$ cat src/rtl/lss_pkg.sv
// Shared types, codes and the transition table of the loading-station sequencer.
package lss_pkg;

  localparam int SAMPLE_W    = 32;
  localparam int OPCODE_W    = 3;
  localparam int CFG_ADDR_W  = 3;
  localparam int CFG_DATA_W  = 32;
  localparam int QUEUE_DEPTH = 4;

  // fill-offset threshold at or below -10.0 (Q16.16) switches the offset events off
  localparam logic signed [SAMPLE_W-1:0] OFFSET_DISABLE = -32'sd655360;

  typedef enum logic [2:0] {
    ST_IDLE    = 3'd0,
    ST_READY   = 3'd1,
    ST_EMERG   = 3'd2,
    ST_MANUAL  = 3'd3,
    ST_WORKING = 3'd4,
    ST_CLEANUP = 3'd5,
    ST_ENDING  = 3'd6,
    ST_PAUSED  = 3'd7
  } state_t;

  typedef enum logic [3:0] {
    EV_NONE   = 4'd0,
    EV_EMERG  = 4'd1,
    EV_MANUAL = 4'd2,
    EV_RESET  = 4'd3,
    EV_READY  = 4'd4,
    EV_COME   = 4'd5,
    EV_LEAVE  = 4'd6,
    EV_GONE   = 4'd7,
    EV_LOADED = 4'd8,
    EV_CLEAR  = 4'd9,
    EV_FULL   = 4'd10,
    EV_EMPTY  = 4'd11
  } event_t;

  typedef enum logic [2:0] {
    OP_EMERG   = 3'd0,
    OP_MANUAL  = 3'd1,
    OP_RESET   = 3'd2,
    OP_TRIGGER = 3'd3,
    OP_LOAD    = 3'd4,
    OP_OFFSET  = 3'd5,
    OP_FRONT   = 3'd6,
    OP_TAIL    = 3'd7
  } opcode_t;

  typedef enum logic [2:0] {
    CFG_LOAD_LIMIT   = 3'd0,
    CFG_OFFSET_LIMIT = 3'd1,
    CFG_FRONT_MIN    = 3'd2,
    CFG_FRONT_MAX    = 3'd3,
    CFG_TAIL_MIN     = 3'd4,
    CFG_TAIL_MAX     = 3'd5,
    CFG_VALVE_DEF    = 3'd6
  } cfg_idx_t;

  // classified item handed from front to back
  typedef struct packed {
    event_t ev;
    logic   trig;
  } cmd_t;

  typedef struct packed {
    logic   move;
    state_t nxt;
  } move_t;

  // result beat, current_state in the low bits
  typedef struct packed {
    logic   lidar_disable;
    logic   lidar_enable;
    logic   press_open;
    logic   press_close;
    logic   state_changed;
    event_t event_code;
    state_t current_state;
  } result_t;

  function automatic move_t next_state(state_t s, event_t e);
    move_t m;
    m.move = 1'b0;
    m.nxt  = s;
    unique case (s)
      ST_IDLE: begin
        unique case (e)
          EV_EMERG:  m = '{1'b1, ST_EMERG};
          EV_MANUAL: m = '{1'b1, ST_MANUAL};
          EV_READY:  m = '{1'b1, ST_READY};
          default:   m = '{1'b0, s};
        endcase
      end
      ST_READY: begin
        unique case (e)
          EV_EMERG:  m = '{1'b1, ST_EMERG};
          EV_MANUAL: m = '{1'b1, ST_MANUAL};
          EV_COME:   m = '{1'b1, ST_WORKING};
          default:   m = '{1'b0, s};
        endcase
      end
      ST_EMERG, ST_MANUAL: begin
        if (e == EV_RESET) begin
          m = '{1'b1, ST_IDLE};
        end
      end
      ST_WORKING: begin
        unique case (e)
          EV_EMERG:  m = '{1'b1, ST_EMERG};
          EV_MANUAL: m = '{1'b1, ST_MANUAL};
          EV_LEAVE:  m = '{1'b1, ST_ENDING};
          EV_GONE:   m = '{1'b1, ST_EMERG};
          EV_LOADED: m = '{1'b1, ST_CLEANUP};
          EV_FULL:   m = '{1'b1, ST_PAUSED};
          default:   m = '{1'b0, s};
        endcase
      end
      ST_CLEANUP: begin
        unique case (e)
          EV_EMERG:  m = '{1'b1, ST_EMERG};
          EV_MANUAL: m = '{1'b1, ST_MANUAL};
          EV_CLEAR:  m = '{1'b1, ST_IDLE};
          default:   m = '{1'b0, s};
        endcase
      end
      ST_ENDING: begin
        unique case (e)
          EV_EMERG:  m = '{1'b1, ST_EMERG};
          EV_MANUAL: m = '{1'b1, ST_MANUAL};
          EV_GONE:   m = '{1'b1, ST_EMERG};
          EV_LOADED: m = '{1'b1, ST_CLEANUP};
          EV_FULL:   m = '{1'b1, ST_CLEANUP};
          default:   m = '{1'b0, s};
        endcase
      end
      ST_PAUSED: begin
        unique case (e)
          EV_EMERG:  m = '{1'b1, ST_EMERG};
          EV_MANUAL: m = '{1'b1, ST_MANUAL};
          EV_GONE:   m = '{1'b1, ST_CLEANUP};
          EV_LOADED: m = '{1'b1, ST_CLEANUP};
          EV_EMPTY:  m = '{1'b1, ST_WORKING};
          default:   m = '{1'b0, s};
        endcase
      end
      default: m = '{1'b0, s};
    endcase
    return m;
  endfunction

endpackage

$ cat src/rtl/loading_station_sequencer.sv
// Top level of the loading-station sequencer.
// Use: items enter on the in_ stream (opcode in tuser, Q16.16 sample in tdata).
// Commands (emergency, manual, reset, trigger) map straight to events; samples
// are compared with the threshold registers and become at most one event.
// Every item yields exactly one result beat on the out_ stream carrying the
// state after the item, the event, and the valve and lidar action flags.
// Thresholds and the valve flag are written over cfg_ (one write per cycle,
// no read-back); the user must write them only while no item is in flight,
// as the block does not enforce it. A beat is classified and queued at the
// edge that accepts it; the back end pops it and registers its result once
// the output register is free. Throughput: one beat per cycle while out_tready
// is high; the queue decouples input acceptance from output stalls.
// Stall: when out_tready is low the result register holds; the queue keeps
// taking beats until its QDEPTH entries are full, then in_tready drops.
// Reset (rst_n low, synchronous): state idle, no kit selected, queue and
// output empty, registers at their reset values (offset events disabled).
module loading_station_sequencer #(
  parameter int QDEPTH = lss_pkg::QUEUE_DEPTH
) (
  input  logic                           clk,
  input  logic                           rst_n,
  // input stream
  input  logic                           in_tvalid,
  output logic                           in_tready,
  input  logic [31:0]                    in_tdata,   // [31:0] sample_value
  input  logic [2:0]                     in_tuser,   // [2:0] opcode
  // result stream
  output logic                           out_tvalid,
  input  logic                           out_tready,
  // [2:0] current_state, [6:3] event_code, [7] state_changed,
  // [8] press_close_valve, [9] press_open_valve, [10] lidar_enable,
  // [11] lidar_disable, [15:12] zero
  output logic [15:0]                    out_tdata,
  // configuration write port
  input  logic                           cfg_we,
  input  logic [lss_pkg::CFG_ADDR_W-1:0] cfg_addr,
  input  logic [lss_pkg::CFG_DATA_W-1:0] cfg_wdata
);

  lss_pkg::cmd_t    front_cmd;
  lss_pkg::cmd_t    q_cmd;
  logic             q_valid;
  logic             q_pop;
  lss_pkg::result_t res;

  // classification is combinational off the beat; the queue registers it
  lss_front u_front (
    .clk          (clk),
    .rst_n        (rst_n),
    .cfg_we       (cfg_we),
    .cfg_addr     (cfg_addr),
    .cfg_wdata    (cfg_wdata),
    .opcode       (in_tuser),
    .sample_value (in_tdata),
    .cmd          (front_cmd)
  );

  lss_queue #(
    .DEPTH (QDEPTH)
  ) u_queue (
    .clk        (clk),
    .rst_n      (rst_n),
    .push       (in_tvalid),
    .push_data  (front_cmd),
    .push_ready (in_tready),
    .pop        (q_pop),
    .pop_data   (q_cmd),
    .pop_valid  (q_valid)
  );

  // state machine consumes one queued command per cycle unless output stalls
  lss_back u_back (
    .clk       (clk),
    .rst_n     (rst_n),
    .cfg_we    (cfg_we),
    .cfg_addr  (cfg_addr),
    .cfg_wdata (cfg_wdata),
    .cmd       (q_cmd),
    .cmd_valid (q_valid),
    .cmd_pop   (q_pop),
    .res_valid (out_tvalid),
    .res_ready (out_tready),
    .res       (res)
  );

  assign out_tdata = {4'b0000, res};

endmodule

$ cat src/rtl/lss_front.sv
// Front end: threshold registers and sample-to-event classification.
module lss_front (
  input  logic                              clk,
  input  logic                              rst_n,
  input  logic                              cfg_we,
  input  logic [lss_pkg::CFG_ADDR_W-1:0]    cfg_addr,
  input  logic [lss_pkg::CFG_DATA_W-1:0]    cfg_wdata,
  input  logic [lss_pkg::OPCODE_W-1:0]      opcode,
  input  logic signed [lss_pkg::SAMPLE_W-1:0] sample_value,
  output lss_pkg::cmd_t                     cmd
);

  logic signed [lss_pkg::SAMPLE_W-1:0] load_limit_r;
  logic signed [lss_pkg::SAMPLE_W-1:0] offset_limit_r;
  logic signed [lss_pkg::SAMPLE_W-1:0] front_min_r;
  logic signed [lss_pkg::SAMPLE_W-1:0] front_max_r;
  logic signed [lss_pkg::SAMPLE_W-1:0] tail_min_r;
  logic signed [lss_pkg::SAMPLE_W-1:0] tail_max_r;

  always_ff @(posedge clk) begin
    if (!rst_n) begin
      load_limit_r   <= '0;
      offset_limit_r <= lss_pkg::OFFSET_DISABLE;
      front_min_r    <= '0;
      front_max_r    <= '0;
      tail_min_r     <= '0;
      tail_max_r     <= '0;
    end else if (cfg_we) begin
      case (cfg_addr)
        lss_pkg::CFG_LOAD_LIMIT:   load_limit_r   <= cfg_wdata[lss_pkg::SAMPLE_W-1:0];
        lss_pkg::CFG_OFFSET_LIMIT: offset_limit_r <= cfg_wdata[lss_pkg::SAMPLE_W-1:0];
        lss_pkg::CFG_FRONT_MIN:    front_min_r    <= cfg_wdata[lss_pkg::SAMPLE_W-1:0];
        lss_pkg::CFG_FRONT_MAX:    front_max_r    <= cfg_wdata[lss_pkg::SAMPLE_W-1:0];
        lss_pkg::CFG_TAIL_MIN:     tail_min_r     <= cfg_wdata[lss_pkg::SAMPLE_W-1:0];
        lss_pkg::CFG_TAIL_MAX:     tail_max_r     <= cfg_wdata[lss_pkg::SAMPLE_W-1:0];
        default: ;
      endcase
    end
  end

  always_comb begin
    cmd.ev   = lss_pkg::EV_NONE;
    cmd.trig = 1'b0;
    unique case (lss_pkg::opcode_t'(opcode))
      lss_pkg::OP_EMERG:  cmd.ev = lss_pkg::EV_EMERG;
      lss_pkg::OP_MANUAL: cmd.ev = lss_pkg::EV_MANUAL;
      lss_pkg::OP_RESET:  cmd.ev = lss_pkg::EV_RESET;
      lss_pkg::OP_TRIGGER: begin
        cmd.ev   = lss_pkg::EV_READY;
        cmd.trig = 1'b1;
      end
      lss_pkg::OP_LOAD: begin
        priority if (load_limit_r > 0 && sample_value >= load_limit_r) begin
          cmd.ev = lss_pkg::EV_LOADED;
        end else if (sample_value == 0) begin
          cmd.ev = lss_pkg::EV_CLEAR;
        end else begin
          cmd.ev = lss_pkg::EV_NONE;
        end
      end
      lss_pkg::OP_OFFSET: begin
        if (offset_limit_r > lss_pkg::OFFSET_DISABLE) begin
          cmd.ev = (sample_value >= offset_limit_r) ? lss_pkg::EV_FULL : lss_pkg::EV_EMPTY;
        end
      end
      lss_pkg::OP_FRONT: begin
        if (front_min_r < front_max_r && sample_value >= front_min_r &&
            sample_value <= front_max_r) begin
          cmd.ev = lss_pkg::EV_COME;
        end
      end
      lss_pkg::OP_TAIL: begin
        if (tail_min_r < tail_max_r) begin
          priority if (sample_value >= tail_min_r && sample_value <= tail_max_r) begin
            cmd.ev = lss_pkg::EV_LEAVE;
          end else if (sample_value > tail_max_r) begin
            cmd.ev = lss_pkg::EV_GONE;
          end else begin
            cmd.ev = lss_pkg::EV_NONE;
          end
        end
      end
      default: ;
    endcase
  end

endmodule

$ cat src/rtl/lss_queue.sv
// Small FIFO of classified commands between front and back.
module lss_queue #(
  parameter int DEPTH = lss_pkg::QUEUE_DEPTH
) (
  input  logic          clk,
  input  logic          rst_n,
  input  logic          push,
  input  lss_pkg::cmd_t push_data,
  output logic          push_ready,
  input  logic          pop,
  output lss_pkg::cmd_t pop_data,
  output logic          pop_valid
);

  localparam int AW = (DEPTH > 1) ? $clog2(DEPTH) : 1;
  localparam int CW = $clog2(DEPTH + 1);

  lss_pkg::cmd_t  mem_r [DEPTH];
  logic [AW-1:0]  wr_ptr_r, wr_ptr_nxt;
  logic [AW-1:0]  rd_ptr_r, rd_ptr_nxt;
  logic [CW-1:0]  count_r, count_nxt;
  logic           do_push, do_pop;

  assign push_ready = (count_r != CW'(DEPTH));
  assign pop_valid  = (count_r != '0);
  assign pop_data   = mem_r[rd_ptr_r];
  assign do_push    = push & push_ready;
  assign do_pop     = pop & pop_valid;

  always_comb begin
    wr_ptr_nxt = wr_ptr_r;
    rd_ptr_nxt = rd_ptr_r;
    count_nxt  = count_r;
    if (do_push) begin
      wr_ptr_nxt = (wr_ptr_r == AW'(DEPTH - 1)) ? '0 : wr_ptr_r + 1'b1;
    end
    if (do_pop) begin
      rd_ptr_nxt = (rd_ptr_r == AW'(DEPTH - 1)) ? '0 : rd_ptr_r + 1'b1;
    end
    if (do_push && !do_pop) begin
      count_nxt = count_r + 1'b1;
    end else if (do_pop && !do_push) begin
      count_nxt = count_r - 1'b1;
    end
  end

  always_ff @(posedge clk) begin
    if (!rst_n) begin
      wr_ptr_r <= '0;
      rd_ptr_r <= '0;
      count_r  <= '0;
    end else begin
      wr_ptr_r <= wr_ptr_nxt;
      rd_ptr_r <= rd_ptr_nxt;
      count_r  <= count_nxt;
    end
  end

  always_ff @(posedge clk) begin
    if (do_push) begin
      mem_r[wr_ptr_r] <= push_data;
    end
  end

endmodule

$ cat src/rtl/lss_back.sv
// Back end: state machine, exit/entry actions and the result register.
module lss_back (
  input  logic                           clk,
  input  logic                           rst_n,
  input  logic                           cfg_we,
  input  logic [lss_pkg::CFG_ADDR_W-1:0] cfg_addr,
  input  logic [lss_pkg::CFG_DATA_W-1:0] cfg_wdata,
  input  lss_pkg::cmd_t                  cmd,
  input  logic                           cmd_valid,
  output logic                           cmd_pop,
  output logic                           res_valid,
  input  logic                           res_ready,
  output lss_pkg::result_t               res
);

  lss_pkg::state_t  state_r, state_nxt;
  logic             kit_r, kit_nxt;
  logic             valve_def_r;
  logic             valid_r, valid_nxt;
  lss_pkg::result_t res_r, res_nxt;
  lss_pkg::move_t   mv;
  logic             kit_eff, valves;

  assign cmd_pop   = cmd_valid & (~valid_r | res_ready);
  assign res_valid = valid_r;
  assign res       = res_r;

  always_comb begin
    mv        = lss_pkg::next_state(state_r, cmd.ev);
    kit_eff   = kit_r | cmd.trig;
    valves    = kit_eff & valve_def_r;
    state_nxt = state_r;
    kit_nxt   = kit_r;
    res_nxt   = res_r;
    valid_nxt = valid_r & ~res_ready;
    if (cmd_pop) begin
      valid_nxt             = 1'b1;
      kit_nxt               = kit_eff;
      res_nxt.event_code    = cmd.ev;
      res_nxt.lidar_enable  = cmd.trig;
      res_nxt.state_changed = mv.move;
      res_nxt.press_close   = 1'b0;
      res_nxt.press_open    = 1'b0;
      res_nxt.lidar_disable = 1'b0;
      if (mv.move) begin
        state_nxt = mv.nxt;
        res_nxt.press_close = valves &
          (state_r == lss_pkg::ST_WORKING || state_r == lss_pkg::ST_ENDING);
        res_nxt.press_open = valves &
          (mv.nxt == lss_pkg::ST_WORKING || mv.nxt == lss_pkg::ST_ENDING);
        if (mv.nxt == lss_pkg::ST_IDLE) begin
          kit_nxt               = 1'b0;
          res_nxt.lidar_disable = 1'b1;
        end
      end
      res_nxt.current_state = state_nxt;
    end
  end

  always_ff @(posedge clk) begin
    if (!rst_n) begin
      state_r <= lss_pkg::ST_IDLE;
      kit_r   <= 1'b0;
      valid_r <= 1'b0;
    end else begin
      state_r <= state_nxt;
      kit_r   <= kit_nxt;
      valid_r <= valid_nxt;
    end
  end

  always_ff @(posedge clk) begin
    if (!rst_n) begin
      valve_def_r <= 1'b0;
    end else if (cfg_we && cfg_addr == lss_pkg::CFG_VALVE_DEF) begin
      valve_def_r <= cfg_wdata[0];
    end
  end

  always_ff @(posedge clk) begin
    res_r <= res_nxt;
  end

`ifndef SYNTH
  a_no_action_without_move: assert property (@(posedge clk) disable iff (!rst_n)
    valid_r && !res_r.state_changed |->
      !res_r.press_close && !res_r.press_open && !res_r.lidar_disable)
    else $error("action flagged without a transition");

  a_lidar_off_only_in_idle: assert property (@(posedge clk) disable iff (!rst_n)
    valid_r && res_r.lidar_disable |-> res_r.current_state == lss_pkg::ST_IDLE && !kit_r)
    else $error("lidar off outside idle or kit still selected");

  a_open_only_into_valve_states: assert property (@(posedge clk) disable iff (!rst_n)
    valid_r && res_r.press_open |->
      res_r.current_state == lss_pkg::ST_WORKING || res_r.current_state == lss_pkg::ST_ENDING)
    else $error("open valve pressed outside working or ending");

  a_none_keeps_state: assert property (@(posedge clk) disable iff (!rst_n)
    cmd_pop && cmd.ev == lss_pkg::EV_NONE |=> state_r == $past(state_r))
    else $error("state moved on an empty event");

  a_result_tracks_state: assert property (@(posedge clk) disable iff (!rst_n)
    $past(cmd_pop) |-> res_r.current_state == state_r)
    else $error("result state differs from machine state");
`endif

endmodule

$ cat config.mk
export PLATFORM = sky130hd
export DESIGN_NAME = loading_station_sequencer
export DESIGN_NICKNAME = d
export VERILOG_FILES = /design/src/rtl/lss_pkg.sv /design/src/rtl/loading_station_sequencer.sv /design/src/rtl/lss_front.sv /design/src/rtl/lss_queue.sv /design/src/rtl/lss_back.sv
export SDC_FILE = /design/constraint.sdc
export NUM_CORES = 1
export LEC_CHECK = 0
export BUFFER_PORTS_ARGS = -buffer_cell sky130_fd_sc_hd__buf_2
export CORE_ASPECT_RATIO = 0.5
export CORE_MARGIN = 4
export CORE_UTILIZATION = 40
export CTS_CLUSTER_SIZE = 12
export DETAILED_ROUTE_END_ITERATION = 8
export PLACE_DENSITY = 0.66
export SLEW_MARGIN = 20
export SYNTH_ARGS = -nofsm -noshare
export SYNTH_HDL_FRONTEND = slang
export SYNTH_SLANG_ARGS = --single-unit
$ cat constraint.sdc
create_clock -name clk -period 6.7 [get_ports clk]
set_input_delay 0.335 -clock clk [delete_from_list [all_inputs] [get_ports clk]]
set_output_delay 0.335 -clock clk [all_outputs]
set_load 0.005 [all_outputs]
# After elaboration in Yosys (flattened, before gate mapping)
# Memory sizes are Yosys's and may differ from the RTL's. A register that Yosys moved wholly into a read port is not among the register bits.
# Cells that the tools add are included.
[classes]
addsub = 4
order_cmp = 11
n_eq_ne = 36
n_mux = 31
bitwise = 11
reduce_logical = 28
[op_table]
columns = ["cell", "count"]
rows = [
  ["32-bit greater-or-equal comparator", 4],
  ["32-bit <= comparator", 2],
  ["32-bit less-than comparator", 2],
  ["4-bit case mux with 3 select lines", 4],
  ["3-bit equality test (second input constant)", 13],
  ["32-bit by 1-bit greater-than comparator with 1-bit output (second input constant)", 1],
  ["32-bit by 21-bit greater-than comparator with 1-bit output (second input constant)", 1],
  ["32-bit greater-than comparator", 1],
  ["32-bit logical NOT", 1],
  ["4-bit case mux with 8 select lines", 1],
  ["4-bit case mux with 7 select lines", 1],
  ["4-bit 2-to-1 mux", 6],
  ["4-bit case mux with 5 select lines", 1],
  ["3-bit by 2-bit equality test with 1-bit output (second input constant)", 6],
  ["4-bit by 3-bit equality test with 1-bit output (second input constant)", 4],
  ["4-bit equality test (second input constant)", 4],
  ["4-bit case mux with 4 select lines", 1],
  ["3-bit 2-to-1 mux", 5],
  ["3-bit logical NOT", 4],
  ["2-bit AND reduction", 6],
  ["3-bit by 1-bit equality test with 1-bit output (second input constant)", 3],
  ["4-bit by 2-bit equality test with 1-bit output (second input constant)", 2],
  ["1-bit 2-to-1 mux", 8],
  ["2-bit 2-to-1 mux", 4],
  ["15 further kinds", 36],
]
[word_totals]
reg_bits = 217
mem_bits_rw = 20
in_bits = 75
out_inout_bits = 18
mem_count = 1
[mem_list]
columns = ["name", "depth", "width", "read_ports", "rd_clocked_by_memory_dff", "write_ports", "line_no", "rtl"]
rows = [
  ["u_queue.mem_r", 4, 5, 1, 1, 1, "lss_queue.sv:18", "lss_pkg::cmd_t mem_r [DEPTH];"],
]

# Logic depth before layout (Yosys ltp)
[depth]
word_depth = 7
ltp_mapped = 12
ltp_nobuf = 10

# Cells and area by module
# Synthesis repeated with hierarchy kept, for this count alone.
[hier_totals]
hier_cells = 1929
hier_area_um2 = 15961.6
[modules_own_cells]
columns = ["module", "n_inst", "cells_per_inst", "area_per_inst_um2", "seq_area_each_um2"]
rows = [
  ["lss_front", 1, 1730, 13525.5, 3843.7],
  ["lss_queue", 1, 77, 1203.7, 780.7],
  ["lss_back", 1, 117, 1198.6, 480.5],
  ["loading_station_sequencer", 1, 5, 33.8, 0.0],
]

# Worst setup path before layout
# OpenSTA, ideal clock, no wires.
[synth_path]
path_type = "register to register"
startpoint = "reg u_queue.count_r[0]"
endpoint = "reg u_queue.count_r[2]"
setup_ns = 0.076
t_arrival_ns = 2.684
t_required_ns = 6.624
path_slack_ns = 3.940
stages_incl_launch_ff = 10
path_cell_list = "dfxtp_1 > nor3_1 > a21oi_1 > inv_1 > ha_1 > inv_1 > fa_1 > xor2_1 > or3_1 > a21boi_0"
[synth_between]
elab_chain_cells = 6
word_cells_on_any_way = 14
classes_between = "add/sub: 2; eq/ne: 1; mux: 2; bitwise: 3; reduce/logical: 6"
[synth_lines]
columns = ["item", "line_no", "rtl"]
rows = [
  ["from (decl)", "lss_queue.sv:21", "logic [CW-1:0] count_r, count_nxt;"],
  ["from (signal assigned)", "lss_queue.sv:55", "count_r <= count_nxt;"],
  ["3-bit nonzero test *", "lss_queue.sv:25", "assign pop_valid = (count_r != '0);"],
  ["1-bit bitwise AND *", "lss_back.sv:24", "assign cmd_pop = cmd_valid & (~valid_r | res_ready);"],
  ["via q_pop", "loading_station_sequencer.sv:43", "logic q_pop;"],
  ["1-bit bitwise AND *", "lss_queue.sv:28", "assign do_pop = pop & pop_valid;"],
  ["1-bit logical NOT", "lss_queue.sv:40", "if (do_push && !do_pop) begin"],
  ["1-bit logical AND", "lss_queue.sv:40", ""],
  ["3-bit 2-to-1 mux or 2-bit nonzero test (tied branches)", "-", ""],
]
# Mark *: on every way through the listed nets, which the timed path passes. The rest lies on a longest branch. The select of a mux whose other input is x is not followed.
# A chain may end at the register's enable or synchronous reset.

==> summary.txt <==
Max-cap viol count: 0
Via count: 13.7k
First-pass GRT wire length: 74300 um
Leakage power: 6.92 nW
Syn Area/Cell: 8.25 um2
RSZ-0062 raised after global routing: false
Cell Rows: 51
First-pass iteration count of the detailed router: 5
Initial antenna violation count: 1
# H-tree levels: 1
Critical path cell sequence: inv_1 > ha_1 > nand4_1 > nor3_1 > nor3b_1 > nand3_1 > o2bb2ai_1 > o221ai_1 > a211oi_1 > or4b_1
Synth Area in Adders: 0.206
Worst setup EP type: flop
Compound-Gate Fraction of Synth Area: 0.197
Final hold vios: 0
Clock root buffer: clkbuf_16
Clk sinks: 239
# resized after CTS: 0
Simple-Gate Fraction of Synth Area: 0.191
Post-Synthesis Cells: 1930
CTS tree: built
Placed Area: 16800 um2
Die ar.: 43300 um2
Clk buf depth: 3
Skew final: 12.3 ps
Worst flop-to-flop path endpoint: u_queue.mem_r[0][1]
Reg2Reg Depth: 10
CTS Buf Count: 26
Main combinational cell family by area after synthesis: adder cells
Top cell type's share of synthesized area: 0.260
Routed length on met3: 2990 um
Wire length on met2: 20700 um
First DRT Iteration DRCs: 952
Post-route cell area: 17700 um2
Worst path required time: 6970 ps
Grt total ovfl: 0
Largest area contributor in the netlist: dfxtp_1
Overall Global Routing Usage: 0.215
Maximum vdd drop: 0.152 mV
Metal-1 WL: 22200 um
FF-to-FF Start: u_front.load_limit_r[30]
Number of diodes: 0
Die Ht: 149 um
Detail Placement HPWL: 34900 um
Multiplexer share of the synthesized area: 0.0122
Hold Crit Start: cfg_wdata[16]
Max-slew violations: 0
Fmax: 256 MHz
Type of the worst min-delay path: in -> reg
Vias per Instance: 5.43
Crit-path max FO: 4
Layout fillers: 3815
DR DRC count: 0
Least-Margin Pin Slew: 1100 ps
Crit-path max cell delay: 560 ps
NumNets Final: 2316
Worst-skew pair later-pin latency: 560 ps
Clock Pin Slew Worst Setup and Hold Paths: 60 ps
Initial Util: 0.407
Hold EP: u_front.tail_min_r[16]
Power, Total: 0.00426 W
Netlist cell types: 70
Routed WL: 47100 um
Syn Std Cell Area: 15900 um2
Die W: 290 um
Pwr dens: 240 nW/um2
Synth Area in XOR/XNOR: 0.00440
Top cells by area, synth: dfxtp_1, ha_1, nand2_1, a21boi_0, edfxtp_1
Routability congestion estimate: 0.917
Area Growth Syn to Fin: 11.2%
Buffers on Ports: 88
Share of cells above drive strength 1: 0.0790
Min Clock Period, post-route: 3910 ps
Detailed-route wire length per cell: 18.6 um
Synthesized flop and latch total: 239
Ys async rst share: 0
Top_reg_cell synth: dfxtp_1
Number of synthesized flops with an enable pin: 32
Period utilization: 0.583
Status: finished, final reports clean
Routed Antenna Nets: 0
Sequential share of the synthesized area: 0.321
Crit start category: flop
WS Path Type: reg -> reg
Vias in the first global route: 13.2k
Hold depth: 3
Worst rel slew slack: 0.258
Fin Setup TNS: 0 ps
Worst Path Arrival: 4180 ps
Setup bufs post-CTS: 0
Highest routed layer: met5
Largest net degree at the start of global routing: 109
Crit-path slowest cell: nor3b_1
R2R setup slack: 2790 ps
Setup Viol. Count Final: 0
Core area: 39100 um2
Post-CTS Hold Fix Bufs: 0
Ports: 93
Ys Warns: 0
-- cell usage in the layout, fill, tap and decap left out, drive strengths merged, types with 11 or more instances in the layout --
cell | Yosys | final
edfxtp | 32 | 32
and3 | 11 | 11
clkbuf | 68 | 43
nor3 | 27 | 27
nor4 | 27 | 27
nand4 | 48 | 48
a21oi | 81 | 81
nor2 | 53 | 53
nand2b | 11 | 11
a21o | 49 | 49
nand2 | 416 | 416
o211ai | 25 | 25
dfxtp | 207 | 207
buf | 12 | 99
nor2b | 21 | 21
a21boi | 180 | 180
a211oi | 13 | 13
nand3 | 22 | 22
o21ai | 45 | 45
inv | 203 | 203
ha | 260 | 260
-- critical path, delay by kind of cell, from the launching register on --
family / cells / cell delay (ps)
adders and majority gates: 1 / 310
DFF: 1 / 380
buffers and inverters: 1 / 110
and+or+nand+nor: 5 / 1800
AOI/OAI and AO/OA: 3 / 1000
-- layer usage --
| layer | track usage | vias up |
|---|---|---|
| met5 | 0 | - |
| met4 | 0.0540 | 2 |
| met3 | 0.0417 | 88 |
| met2 | 0.354 | 368 |
| met1 | 0.294 | 6456 |
| li1 | - | 6819 |
-- sequential cells by signal (all words and copies together) (netlist names), 2 cells and up, named ones only --
signal                  cells
u_back.state_r              3
u_front.load_limit_r       32
u_queue.wr_ptr_r            2
u_back.res                 12
u_front.tail_min_r         32
u_queue.rd_ptr_r            2
u_front.offset_limit_r     32
u_front.tail_max_r         32
u_queue.mem_r              20
u_queue.count_r             3
u_front.front_min_r        32
u_front.front_max_r        32
-- how the worst max path moves through the flow --
| stage | to | from | slack [ps] |
|---|---|---|---|
| after floorplan | u_queue.count_r[2] | u_queue.count_r[0] | 3940 |
| after global placement | u_queue.mem_r[0][1] | in_tdata[31] | 2780 |
| after detailed placement | u_queue.mem_r[0][1] | in_tdata[31] | 2780 |
| after CTS | u_queue.mem_r[0][1] | u_front.load_limit_r[30] | 2880 |
| after global routing | u_queue.mem_r[2][1] | u_front.load_limit_r[30] | 2680 |
| final | u_queue.mem_r[0][1] | u_front.load_limit_r[30] | 2790 |
-- cell usage after synthesis, drive strengths merged (4+ instances only) --
master,instances
nand2,416
ha,260
dfxtp,207
inv,203
a21boi,180
a21oi,81
clkbuf,68
nor2,53
a21o,49
nand4,48
o21ai,45
edfxtp,32
nor3,27
nor4,27
o211ai,25
nand3,22
nor2b,21
a211oi,13
buf,12
and3,11
nand2b,11
a2111oi,9
and4,8
o21a,8
mux2i,7
xnor2,7
or3,6
a31oi,5
mux4,5
a221oi,4
nor3b,4
or2,4
-- area by class of cell --
class	instances	area (um2)	share of cell area
Inverter	203	762	0.0430
Clock inverter	4	45.0	0.00254
Multi-Input combinational cell	1411	9750	0.551
Tap cell	530	663	0.0374
Clock buffer	43	836	0.0472
Sequential cell	239	5100	0.288
Timing Repair Buffer	99	546	0.0308
-- metrics by stage --
step                      cells  hold WS [ps]   util  worst slack (ps)
final                      2529          90.0  0.453              2790
after floorplan            1933           443      -              3940
after CTS                  2528          69.2  0.452              2880
after global routing       2529          81.9  0.453              2680
after detailed placement   2481           460  0.430              2780
after global placement     2481           453  0.430              2780
-- logic make-up after synthesis --
family,Yosys count
buf+inv,283
other cells,1
simple gates,673
compound gates,452
xor+xnor,8
mux,13
flops,239
fa+ha+maj,261
-- where the power goes --
| part | internal, W | switching [W] |
|---|---|---|
| Clock | 0.000883 | 0.000616 |
| Combinational | 0.000440 | 0.000634 |
| Sequential | 0.00159 | 0.0000955 |
Power figures use the tool's default switching activity.
